`config.mk`:
```
export PLATFORM = sky130hd
export DESIGN_NAME = multi_stack_shared_pool
export DESIGN_NICKNAME = d
export VERILOG_FILES = /design/src/rtl/core/mssp_pkg.sv /design/src/rtl/core/multi_stack_shared_pool.sv /design/src/rtl/core/mssp_node_mem.sv /design/src/rtl/core/mssp_top_mem.sv
export SDC_FILE = /design/constraint.sdc
export NUM_CORES = 2
export LEC_CHECK = 0
export BUFFER_PORTS_ARGS = -buffer_cell sky130_fd_sc_hd__buf_4
export CORE_MARGIN = 2
export CORE_UTILIZATION = 46
export CTS_CLUSTER_SIZE = 28
export DETAILED_ROUTE_END_ITERATION = 10
export PLACE_DENSITY_LB_ADDON = 0.2
export SLEW_MARGIN = 25
export SYNTH_ARGS = -nofsm -noshare
export SYNTH_HDL_FRONTEND = slang
export SYNTH_SLANG_ARGS = --single-unit
```
`constraint.sdc`:
```
create_clock -name clk -period 4 [get_ports clk]
set_input_delay 0.2 -clock clk [delete_from_list [all_inputs] [get_ports clk]]
set_output_delay 0.2 -clock clk [all_outputs]
set_load 0.01 [all_outputs]
```
`src/rtl/core/mssp_pkg.sv`:
```
package mssp_pkg;

  localparam int STACK_COUNT = 10;
  localparam int POOL_NODES  = 64;
  localparam int VALUE_BITS  = 32;

  localparam int STK_W  = (STACK_COUNT > 1) ? $clog2(STACK_COUNT) : 1;
  localparam int ADDR_W = $clog2(POOL_NODES);
  localparam int NODE_W = $clog2(POOL_NODES + 1);

  localparam logic [NODE_W-1:0] NODE_NULL = NODE_W'(POOL_NODES);

  localparam logic MODE_PUSH = 1'b0;
  localparam logic MODE_POP  = 1'b1;

  typedef struct packed {
    logic               mode;
    logic [3:0]         stack_index;
    logic signed [31:0] push_value;
  } in_t;

  typedef struct packed {
    logic signed [31:0] popped_value;
    logic               was_empty;
    logic               was_full;
  } out_t;

  typedef struct packed {
    logic                  val_we;
    logic                  lnk_we;
    logic [ADDR_W-1:0]     addr;
    logic [VALUE_BITS-1:0] val;
    logic [NODE_W-1:0]     lnk;
  } node_wr_t;

  typedef struct packed {
    logic              we;
    logic [STK_W-1:0]  addr;
    logic [NODE_W-1:0] ptr;
  } top_wr_t;

  function automatic logic signed [31:0] widen_value(input logic [VALUE_BITS-1:0] v);
    logic signed [VALUE_BITS-1:0] sv;
    sv = $signed(v);
    return 32'(sv);
  endfunction

endpackage

```
`src/rtl/core/multi_stack_shared_pool.sv`:
```
// channel  ports                      dir  transfer
// input    start, busy, in_data       in   start && !busy at rising edge
// result   out_valid, out_data        out  out_valid high for one cycle
//
// Push: top pointer and free-list link read, then write back.
// Pop: top pointer read, node read, then write back; the node read is addressed
// by the top pointer that the first read returns.
// Pop of an empty stack ends after the top pointer read. Out-of-range stack index: all-zero result.
// Synchronous reset empties all stacks and the free list; the receiver cannot stall.
module multi_stack_shared_pool (
  input  logic           clk,
  input  logic           rst_n,
  input  logic           start,
  output logic           busy,
  input  mssp_pkg::in_t  in_data,
  output logic           out_valid,
  output mssp_pkg::out_t out_data
);
  import mssp_pkg::*;

  typedef enum logic [3:0] {
    ST_IDLE  = 4'b0001,
    ST_PUSH  = 4'b0010,
    ST_POP_T = 4'b0100,
    ST_POP_N = 4'b1000
  } state_t;

  state_t            state_r, state_nxt;
  in_t               item_r, item_nxt;
  logic [NODE_W-1:0] free_head_r, free_head_nxt;
  logic [NODE_W-1:0] fresh_cnt_r, fresh_cnt_nxt;
  logic [NODE_W-1:0] pop_node_r, pop_node_nxt;
  logic              out_valid_r, out_valid_nxt;
  out_t              out_r, out_nxt;

  logic [STK_W-1:0]      top_rd_addr;
  logic [NODE_W-1:0]     top_rd_ptr;
  top_wr_t               top_wr;
  logic [ADDR_W-1:0]     node_rd_addr;
  logic [VALUE_BITS-1:0] node_rd_val;
  logic [NODE_W-1:0]     node_rd_lnk;
  node_wr_t              node_wr;
  logic                  accept;
  logic                  in_range;

  mssp_top_mem u_top_mem (
    .clk     (clk),
    .rst_n   (rst_n),
    .rd_addr (top_rd_addr),
    .rd_ptr  (top_rd_ptr),
    .wr      (top_wr)
  );

  mssp_node_mem u_node_mem (
    .clk     (clk),
    .rd_addr (node_rd_addr),
    .rd_val  (node_rd_val),
    .rd_lnk  (node_rd_lnk),
    .wr      (node_wr)
  );

  assign busy     = (state_r != ST_IDLE);
  assign accept   = start && !busy;
  assign in_range = int'(in_data.stack_index) < STACK_COUNT;

  always_comb begin
    state_nxt     = state_r;
    item_nxt      = item_r;
    free_head_nxt = free_head_r;
    fresh_cnt_nxt = fresh_cnt_r;
    pop_node_nxt  = pop_node_r;
    out_valid_nxt = 1'b0;
    out_nxt       = out_r;
    top_rd_addr   = STK_W'(item_r.stack_index);
    node_rd_addr  = free_head_r[ADDR_W-1:0];
    top_wr        = '0;
    top_wr.addr   = STK_W'(item_r.stack_index);
    node_wr       = '0;

    case (state_r)
      ST_IDLE: begin
        top_rd_addr = STK_W'(in_data.stack_index);
        if (accept) begin
          item_nxt = in_data;
          if (!in_range) begin
            out_valid_nxt = 1'b1;
            out_nxt       = '0;
          end else if (in_data.mode == MODE_POP) begin
            state_nxt = ST_POP_T;
          end else begin
            state_nxt = ST_PUSH;
          end
        end
      end
      ST_PUSH: begin
        out_valid_nxt = 1'b1;
        out_nxt       = '0;
        node_wr.val   = VALUE_BITS'(item_r.push_value);
        node_wr.lnk   = top_rd_ptr;
        if (free_head_r < NODE_NULL) begin
          node_wr.val_we = 1'b1;
          node_wr.lnk_we = 1'b1;
          node_wr.addr   = free_head_r[ADDR_W-1:0];
          top_wr.we      = 1'b1;
          top_wr.ptr     = free_head_r;
          free_head_nxt  = node_rd_lnk;
        end else if (fresh_cnt_r < NODE_NULL) begin
          node_wr.val_we = 1'b1;
          node_wr.lnk_we = 1'b1;
          node_wr.addr   = fresh_cnt_r[ADDR_W-1:0];
          top_wr.we      = 1'b1;
          top_wr.ptr     = fresh_cnt_r;
          fresh_cnt_nxt  = fresh_cnt_r + 1'b1;
        end else begin
          out_nxt.was_full = 1'b1;
        end
        state_nxt = ST_IDLE;
      end
      ST_POP_T: begin
        node_rd_addr = top_rd_ptr[ADDR_W-1:0];
        pop_node_nxt = top_rd_ptr;
        if (top_rd_ptr < NODE_NULL) begin
          state_nxt = ST_POP_N;
        end else begin
          out_valid_nxt     = 1'b1;
          out_nxt           = '0;
          out_nxt.was_empty = 1'b1;
          state_nxt         = ST_IDLE;
        end
      end
      ST_POP_N: begin
        top_wr.we            = 1'b1;
        top_wr.ptr           = node_rd_lnk;
        node_wr.lnk_we       = 1'b1;
        node_wr.addr         = pop_node_r[ADDR_W-1:0];
        node_wr.lnk          = free_head_r;
        free_head_nxt        = pop_node_r;
        out_valid_nxt        = 1'b1;
        out_nxt              = '0;
        out_nxt.popped_value = widen_value(node_rd_val);
        state_nxt            = ST_IDLE;
      end
      default: begin
        state_nxt = ST_IDLE;
      end
    endcase
  end

  always_ff @(posedge clk) begin
    if (!rst_n) begin
      state_r     <= ST_IDLE;
      free_head_r <= NODE_NULL;
      fresh_cnt_r <= '0;
      out_valid_r <= 1'b0;
    end else begin
      state_r     <= state_nxt;
      free_head_r <= free_head_nxt;
      fresh_cnt_r <= fresh_cnt_nxt;
      out_valid_r <= out_valid_nxt;
    end
  end

  always_ff @(posedge clk) begin
    item_r     <= item_nxt;
    pop_node_r <= pop_node_nxt;
    out_r      <= out_nxt;
  end

  assign out_valid = out_valid_r;
  assign out_data  = out_r;

endmodule

```
`src/rtl/core/mssp_node_mem.sv`:
```
module mssp_node_mem (
  input  logic                            clk,
  input  logic [mssp_pkg::ADDR_W-1:0]     rd_addr,
  output logic [mssp_pkg::VALUE_BITS-1:0] rd_val,
  output logic [mssp_pkg::NODE_W-1:0]     rd_lnk,
  input  mssp_pkg::node_wr_t              wr
);
  import mssp_pkg::*;

  logic [VALUE_BITS-1:0] val_mem [POOL_NODES];
  logic [NODE_W-1:0]     lnk_mem [POOL_NODES];

  always_ff @(posedge clk) begin
    if (wr.val_we) begin
      val_mem[wr.addr] <= wr.val;
    end
    if (wr.lnk_we) begin
      lnk_mem[wr.addr] <= wr.lnk;
    end
    rd_val <= val_mem[rd_addr];
    rd_lnk <= lnk_mem[rd_addr];
  end

endmodule

```
`src/rtl/core/mssp_top_mem.sv`:
```
module mssp_top_mem (
  input  logic                         clk,
  input  logic                         rst_n,
  input  logic [mssp_pkg::STK_W-1:0]   rd_addr,
  output logic [mssp_pkg::NODE_W-1:0]  rd_ptr,
  input  mssp_pkg::top_wr_t            wr
);
  import mssp_pkg::*;

  logic [NODE_W-1:0]      top_mem [STACK_COUNT];
  logic [STACK_COUNT-1:0] vld_r;

  always_ff @(posedge clk) begin
    if (!rst_n) begin
      vld_r <= '0;
    end else if (wr.we) begin
      vld_r[wr.addr] <= 1'b1;
    end
  end

  always_ff @(posedge clk) begin
    if (wr.we) begin
      top_mem[wr.addr] <= wr.ptr;
    end
    if ((int'(rd_addr) < STACK_COUNT) && vld_r[rd_addr]) begin
      rd_ptr <= top_mem[rd_addr];
    end else begin
      rd_ptr <= NODE_NULL;
    end
  end

endmodule

```
Yosys cells after proc, flatten, opt, wreduce, memory -nomap -nowiden
Memory sizes are Yosys's and may differ from the RTL's. A register that Yosys moved wholly into a read port is not among the register bits.
Index checks and enable logic that the tools add are counted.
{"block": "totals", "regBits": 106, "mem_bits_rw": 2566, "in_bits": 40, "output_inout_bits": 36, "n_memories": 3}
{"memory": "u_node_mem.val_mem", "depth": 64, "width": 32, "read_ports": 1, "rd_ports_with_merged_regs": 1, "wr": 1, "line_no": "mssp_node_mem.sv:10", "rtl": "logic [VALUE_BITS-1:0] val_mem [POOL_NODES];"}
{"memory": "u_node_mem.lnk_mem", "depth": 64, "width": 7, "read_ports": 1, "rd_ports_with_merged_regs": 1, "wr": 1, "line_no": "mssp_node_mem.sv:11", "rtl": "logic [NODE_W-1:0] lnk_mem [POOL_NODES];"}
{"memory": "u_top_mem.top_mem", "depth": 10, "width": 7, "read_ports": 1, "rd_ports_with_merged_regs": 1, "wr": 1, "line_no": "mssp_top_mem.sv:10", "rtl": "logic [NODE_W-1:0] top_mem [STACK_COUNT];"}
{"block": "op_classes", "add_sub_neg": 1, "n_lt_le_gt_ge": 8, "eq_ne": 10, "muxes": 41, "n_bitwise": 2, "n_reduce_logical": 13}
{"operator": "34-bit one-hot mux with 4 select lines", "n": 1}
{"operator": "34-bit two-way mux", "n": 3}
{"operator": "7-bit one-hot mux with 2 select lines", "n": 4}
{"operator": "32-bit two-way mux", "n": 1}
{"operator": "7-bit < comparator (second input constant)", "n": 3}
{"operator": "7-bit two-way mux", "n": 3}
{"operator": "1-bit two-way mux", "n": 16}
{"operator": "4-bit two-way mux", "n": 4}
{"operator": "8-bit two-way mux", "n": 2}
{"operator": "4-bit by 5-bit < comparator with 1-bit output (second input constant)", "n": 2}
{"operator": "2-bit inequality test (second input constant)", "n": 5}
{"operator": "10-bit OR", "n": 1}
{"operator": "4-bit < comparator (second input constant)", "n": 2}
{"operator": "4-bit one-hot mux with 2 select lines", "n": 1}
{"operator": "7-bit by 1-bit adder with 7-bit output (second input constant)", "n": 1}
{"operator": "6-bit two-way mux", "n": 1}
{"operator": "2-bit AND reduction", "n": 3}
{"operator": "1-bit binary-select mux with 4-bit select", "n": 1}
{"operator": "1-bit demux with 4-bit select", "n": 1}
{"operator": "4-bit by 1-bit == test with 1-bit output (second input constant)", "n": 1}
{"operator": "4-bit by 2-bit == test with 1-bit output (second input constant)", "n": 1}
{"operator": "4-bit by 3-bit == test with 1-bit output (second input constant)", "n": 1}
{"operator": "4-bit == test (second input constant)", "n": 1}
{"operator": "4-bit by 1-bit >= comparator with 1-bit output (second input constant)", "n": 1}
{"operator": "12 further kinds", "n": 15}

Longest topological paths before layout
{"block": "logic_depth", "word_depth": 6, "mapped_depth": 17}

By module
Synthesis repeated with hierarchy kept, for this count alone.
{"block": "hier_totals", "cells_unflattened": 4593, "hier_area_um2": 103819.6}
{"mod": "mssp_node_mem", "n_inst": 1, "cells_each": 4108, "area_each_um2": 96393.7, "seq_area_each_um2": 75732.6}
{"mod": "multi_stack_shared_pool", "n_inst": 1, "cells_each": 312, "area_each_um2": 4077.7, "seq_area_each_um2": 2692.6}
{"mod": "mssp_top_mem", "n_inst": 1, "cells_each": 173, "area_each_um2": 3348.2, "seq_area_each_um2": 2442.3}

Least setup slack after synthesis
No wires, ideal clock.
{"block": "synth_path", "kind": "reg2reg", "from": "register state_r[2]", "to": "memory u_node_mem.val_mem[24][0], enable pin", "setup_time_ps": 421, "arrival_time_ps": 3710, "required_ps": 3579, "slack_ps": -131, "stages_incl_launch_ff": 10, "period_less_slack_ps": 4131, "path_cell_list": "dfxtp_1 -> buf_2 -> nand2b_1 -> nor3_1 -> and3_1 -> clkbuf_1 -> clkbuf_1 -> a221o_1 -> nand4_1 -> nor2_1"}
{"block": "synth_via", "elab_chain_len": 4, "word_cells_on_any_way": 6}
{"element": "start: declaration", "line_no": "multi_stack_shared_pool.sv:28", "rtl": "state_t state_r, state_nxt;"}
{"element": "start signal: assignment", "line_no": "multi_stack_shared_pool.sv:156", "rtl": "state_r <= state_nxt;"}
{"element": "4-bit by 2-bit == test with 1-bit output", "line_no": "multi_stack_shared_pool.sv:80", "rtl": "case (state_r)"}
{"element": "1-bit two-way mux", "line_no": "multi_stack_shared_pool.sv:80"}
{"element": "1-bit two-way mux", "line_no": "mssp_node_mem.sv:14", "rtl": "if (wr.val_we) begin"}
{"element": "1-bit two-way mux (not written as such)", "line_no": "mssp_node_mem.sv:15", "rtl": "val_mem[wr.addr] <= wr.val;"}
{"element": "end: declaration", "line_no": "mssp_node_mem.sv:10"}
Parallel ways exist; a longest one is shown, timed or not.

Worst setup path after layout
{"block": "layout_path", "from": "register state_r[1]", "to": "register u_node_mem.rd_val[26] in the netlist's numbering (read register of u_node_mem.val_mem)"}
{"block": "layout_via", "elab_chain_len": 2}
{"element": "4-bit by 3-bit == test with 1-bit output", "line_no": "multi_stack_shared_pool.sv:80"}
{"element": "6-bit two-way mux", "line_no": "multi_stack_shared_pool.sv:80"}
{"element": "end: declaration", "line_no": "mssp_node_mem.sv:4", "rtl": "output logic [mssp_pkg::VALUE_BITS-1:0] rd_val,"}
No other way between the ends.
A chain may end at the register's enable or synchronous reset.

==> metrics.md <==
| Metric | Value |
|---|---|
| Max-cap violations | `0` |
| Yosys top cell area share | `around three quarters` |
| FF+latch count, synth | `2718` |
| Initial Utilization | `46.2%` |
| Fin crit share | `roughly 99%` |
| Sequential share of power | `~54%` |
| Critical Path RT | `4.81 ns` |
| Post-synth ARST share | `0%` |
| Core area | `227000 µm²` |
| F_max | `0.254 GHz` |
| CTS tree | `done` |
| DR vias/cell | `between 6 and 7` |
| Synth warn | `0` |
| Root buffer cell | `clkbuf_16` |
| Synth area leader | `edfxtp_1` |
| Largest net degree at the start of global routing | `75` |
| Port Buffers | `75` |
| Crit. End Element | `register` |
| Max_slew headroom | `32.9%` |
| Net count, final | `7224` |
| Sink Count | `about 2700` |
| DR iter-0 viols | `9298` |
| Clock power share | `45.7%` |
| Total number of vias | `64800` |
| Comb power frac | `0.6%` |
| CP arrival | `~4.8 ns` |
| Yosys cell types | `72` |
| Synthesized area per cell | `15.8 µm²` |
| Final setup fails | `0` |
| Final hold slack | `0.0506 ns` |
| Fin. Hold Viols | `0` |
| Die Span X | `482 µm` |
| Worst VDD drop | `about 0.45 mV` |
| Switching power | `approximately 11 mW` |
| Detailed-route DRC error count | `0` |
| Total grt overflow | `0` |
| Register area share after synthesis | `77.1%` |
| I/O pins | `76` |
| Wire length of the first global-routing pass | `~470 mm` |
| Sequential Area | `80900 µm²` |
| Post-Syn Area | `approximately 100000 µm²` |
| Total CTS buffers | `297` |
| Synth-to-Final Area Change | `18.2%` |
| FP Rows | `175` |
| Routed Antenna Nets | `0` |
| Multi-input logic area | `roughly 23000 µm²` |
| Routability cong. | `around 0.9` |
| Post-synth top flop | `edfxtp_1` |
| Final HPWL DP | `199 mm` |
| Vias in the first global route | `62200` |
| Synth top area cells | `edfxtp_1 76%, mux2i_1 4.5%, nand2_1 3.9%` |
| HP Start | `in_data[34]` |
| Status | `completed` |
| Layout cells sized above 1 | `17.1%` |
| Final Slew Violations | `0` |
| Top-count cell post-synth | `edfxtp_1` |
| Crit start category | `register` |
| GRT Util Overall | `28.5%` |
| Sw frac | `19.3%` |
| Fill count | `17800` |
| Final min period | `3.94 ns` |
| Worst R2R Start | `state_r[1]$_SDFFE_PN0P_` |
| Wire length per cell | `~32 µm` |
| Synthesized net count | `6664` |
| Peak fanout along the critical path | `28` |
| Place WS | `-0.138 ns` |
| TritonRoute pass-1 iters | `7` |
| Drt total wl | `334 mm` |
| Worst setup margin | `0.0594 ns` |
| Syn Inst Count | `6623` |
| Slew @ Worst Pin | `1.01 ns` |
| Most frequent cells after synthesis | `2643 x edfxtp_1, 1082 x nand2_1, 473 x mux2i_1, 347 x a21oi_1, 282 x nand3_1` |
| Int Pwr | `around 46 mW` |
| Clock buffer depth | `4` |
| Critical path type | `reg2reg` |
| Clock transition at path regs | `0.06 ns` |
| Die ar. | `~230000 µm²` |
| Worst hold path class | `in2reg` |
| CTS H-tree lvls | `5` |
| Leak Pwr | `39.9 nW` |
| Initial antenna violation count | `19` |
| Worst Setup SP | `state_r[1]$_SDFFE_PN0P_` |
| Die Ht | `482 µm` |
| Clk_lat worst skew | `about 0.95 ns` |
| Pwr dens | `464 nW/µm²` |
| Skew final | `0.0924 ns` |
| Number of synthesized flops with an enable pin | `2643` |
## layer usage
metal | global-route usage, % | wire length, µm | vias up
li1 | - | - | 27000
met1 | 40.1 | 132000 | 33200
met2 | 44.5 | 154000 | 3883
met3 | 5.11 | 33700 | 652
met4 | 10.9 | 14000 | 4
met5 | 0 | 32 | -
## worst paths after layout
path / depth (start not counted) / slack [ns] / endpoint
setup / recovery: 12 / 0.06 / u_node_mem.rd_val[26]$_DFF_P_
hold / removal: 2 / 0.05 / item_r[34]$_DFFE_PP_
setup reg to reg: 12 / 0.06 / u_node_mem.rd_val[26]$_DFF_P_
hold reg to reg: 1 / 0.47 / u_top_mem.vld_r[5]$_SDFFE_PN0P_
## critical path, stage by stage, from the launching register on
cell and delay [ns]:
dfxtp_1 0.39, or4b_4 0.56, clkinv_4 0.17, mux2i_4 0.33, buf_12 0.26, buf_12 0.18
buf_12 0.24, buf_4 0.29, mux2i_1 0.23, o221ai_1 0.16, a31oi_1 0.17, o21ai_1 0.29
or3_1 0.46
## layout make-up
cell class,count,share of cell area [%]
multi-input combinational,3483,18.5
inverter,8,0.0283
antenna,7,0.0141
clock inverter,126,0.885
sequential,2718,65.2
tap,3009,3.04
clock buffer,382,6.52
timing repair buffer,675,5.75
## power groups by stage
stage,Combinational [mW],Sequential [mW],Clock [mW]
final,0.338,30.9,26.3
after CTS,0.343,30.9,26.5
after global routing,0.361,30.9,27.6
after global placement,0.286,31.5,0
after detailed placement,0.289,31.5,0
after floorplan,0.111,31.5,0
## kinds of logic after synthesis
kind of cell             after synthesis  synth area share, %
AND/OR/NAND/NOR                     1829                 7.52
buffers and inverters                422                 1.86
AO/OA/AOI/OAI                       1059                 6.76
XOR/XNOR                               5               0.0417
adder cells (fa/ha/maj)                1               0.0119
flip-flops                          2718                 77.1
multiplexers                         589                 6.70
## flip-flops by register name (all words and copies together), names as in the netlist, 10 cells and up
register and cells:
out_data 34, u_node_mem.lnk_mem 448, u_node_mem.val_mem 2048, u_top_mem.top_mem 70
u_top_mem.vld_r 10, u_node_mem.rd_val 32, item_r 36
## per-stage QoR
step / std cells / area (µm²) / util (%) / power (mW) / setup TNS (ns)
after floorplan: 6623 / 105000 / - / 31.6 / -95.55
after global placement: 9822 / 114000 / 50.2 / 31.8 / -0.824
after detailed placement: 9823 / 114000 / 50.2 / 31.8 / -0.361
after CTS: 10400 / 124000 / 54.6 / 57.7 / 0
after global routing: 10400 / 124000 / 54.6 / 58.8 / -0.00830
final: 10400 / 124000 / 54.6 / 57.5 / 0
## timing repair
item	in CTS	in global routing
hold buffers	70	0
endpoints found under the hold margin	74	0
gates resized for setup	8	7
endpoints found under the setup margin	5	11
cloned	0	1
buffers inserted	0	0
## placed cells by master (no fill, tap or decap), types with 41 or more instances in the layout
cell / n
a221oi_1: 79
clkinv_1: 52
edfxtp_1: 2643
buf_12: 145
and2_1: 42
nor2_4: 68
clkbuf_1: 62
mux2i_1: 463
dfxtp_1: 75
nor2_1: 123
o22ai_1: 92
nand2_1: 1079
nand3_1: 282
mux4_2: 88
a21oi_1: 347
dlygate4sd3_1: 70
buf_4: 452
clkbuf_16: 307
a31oi_1: 49
nor3_1: 47
o21ai_0: 118
o221ai_1: 101
nor4_1: 41
Power figures use the tool's default switching activity.
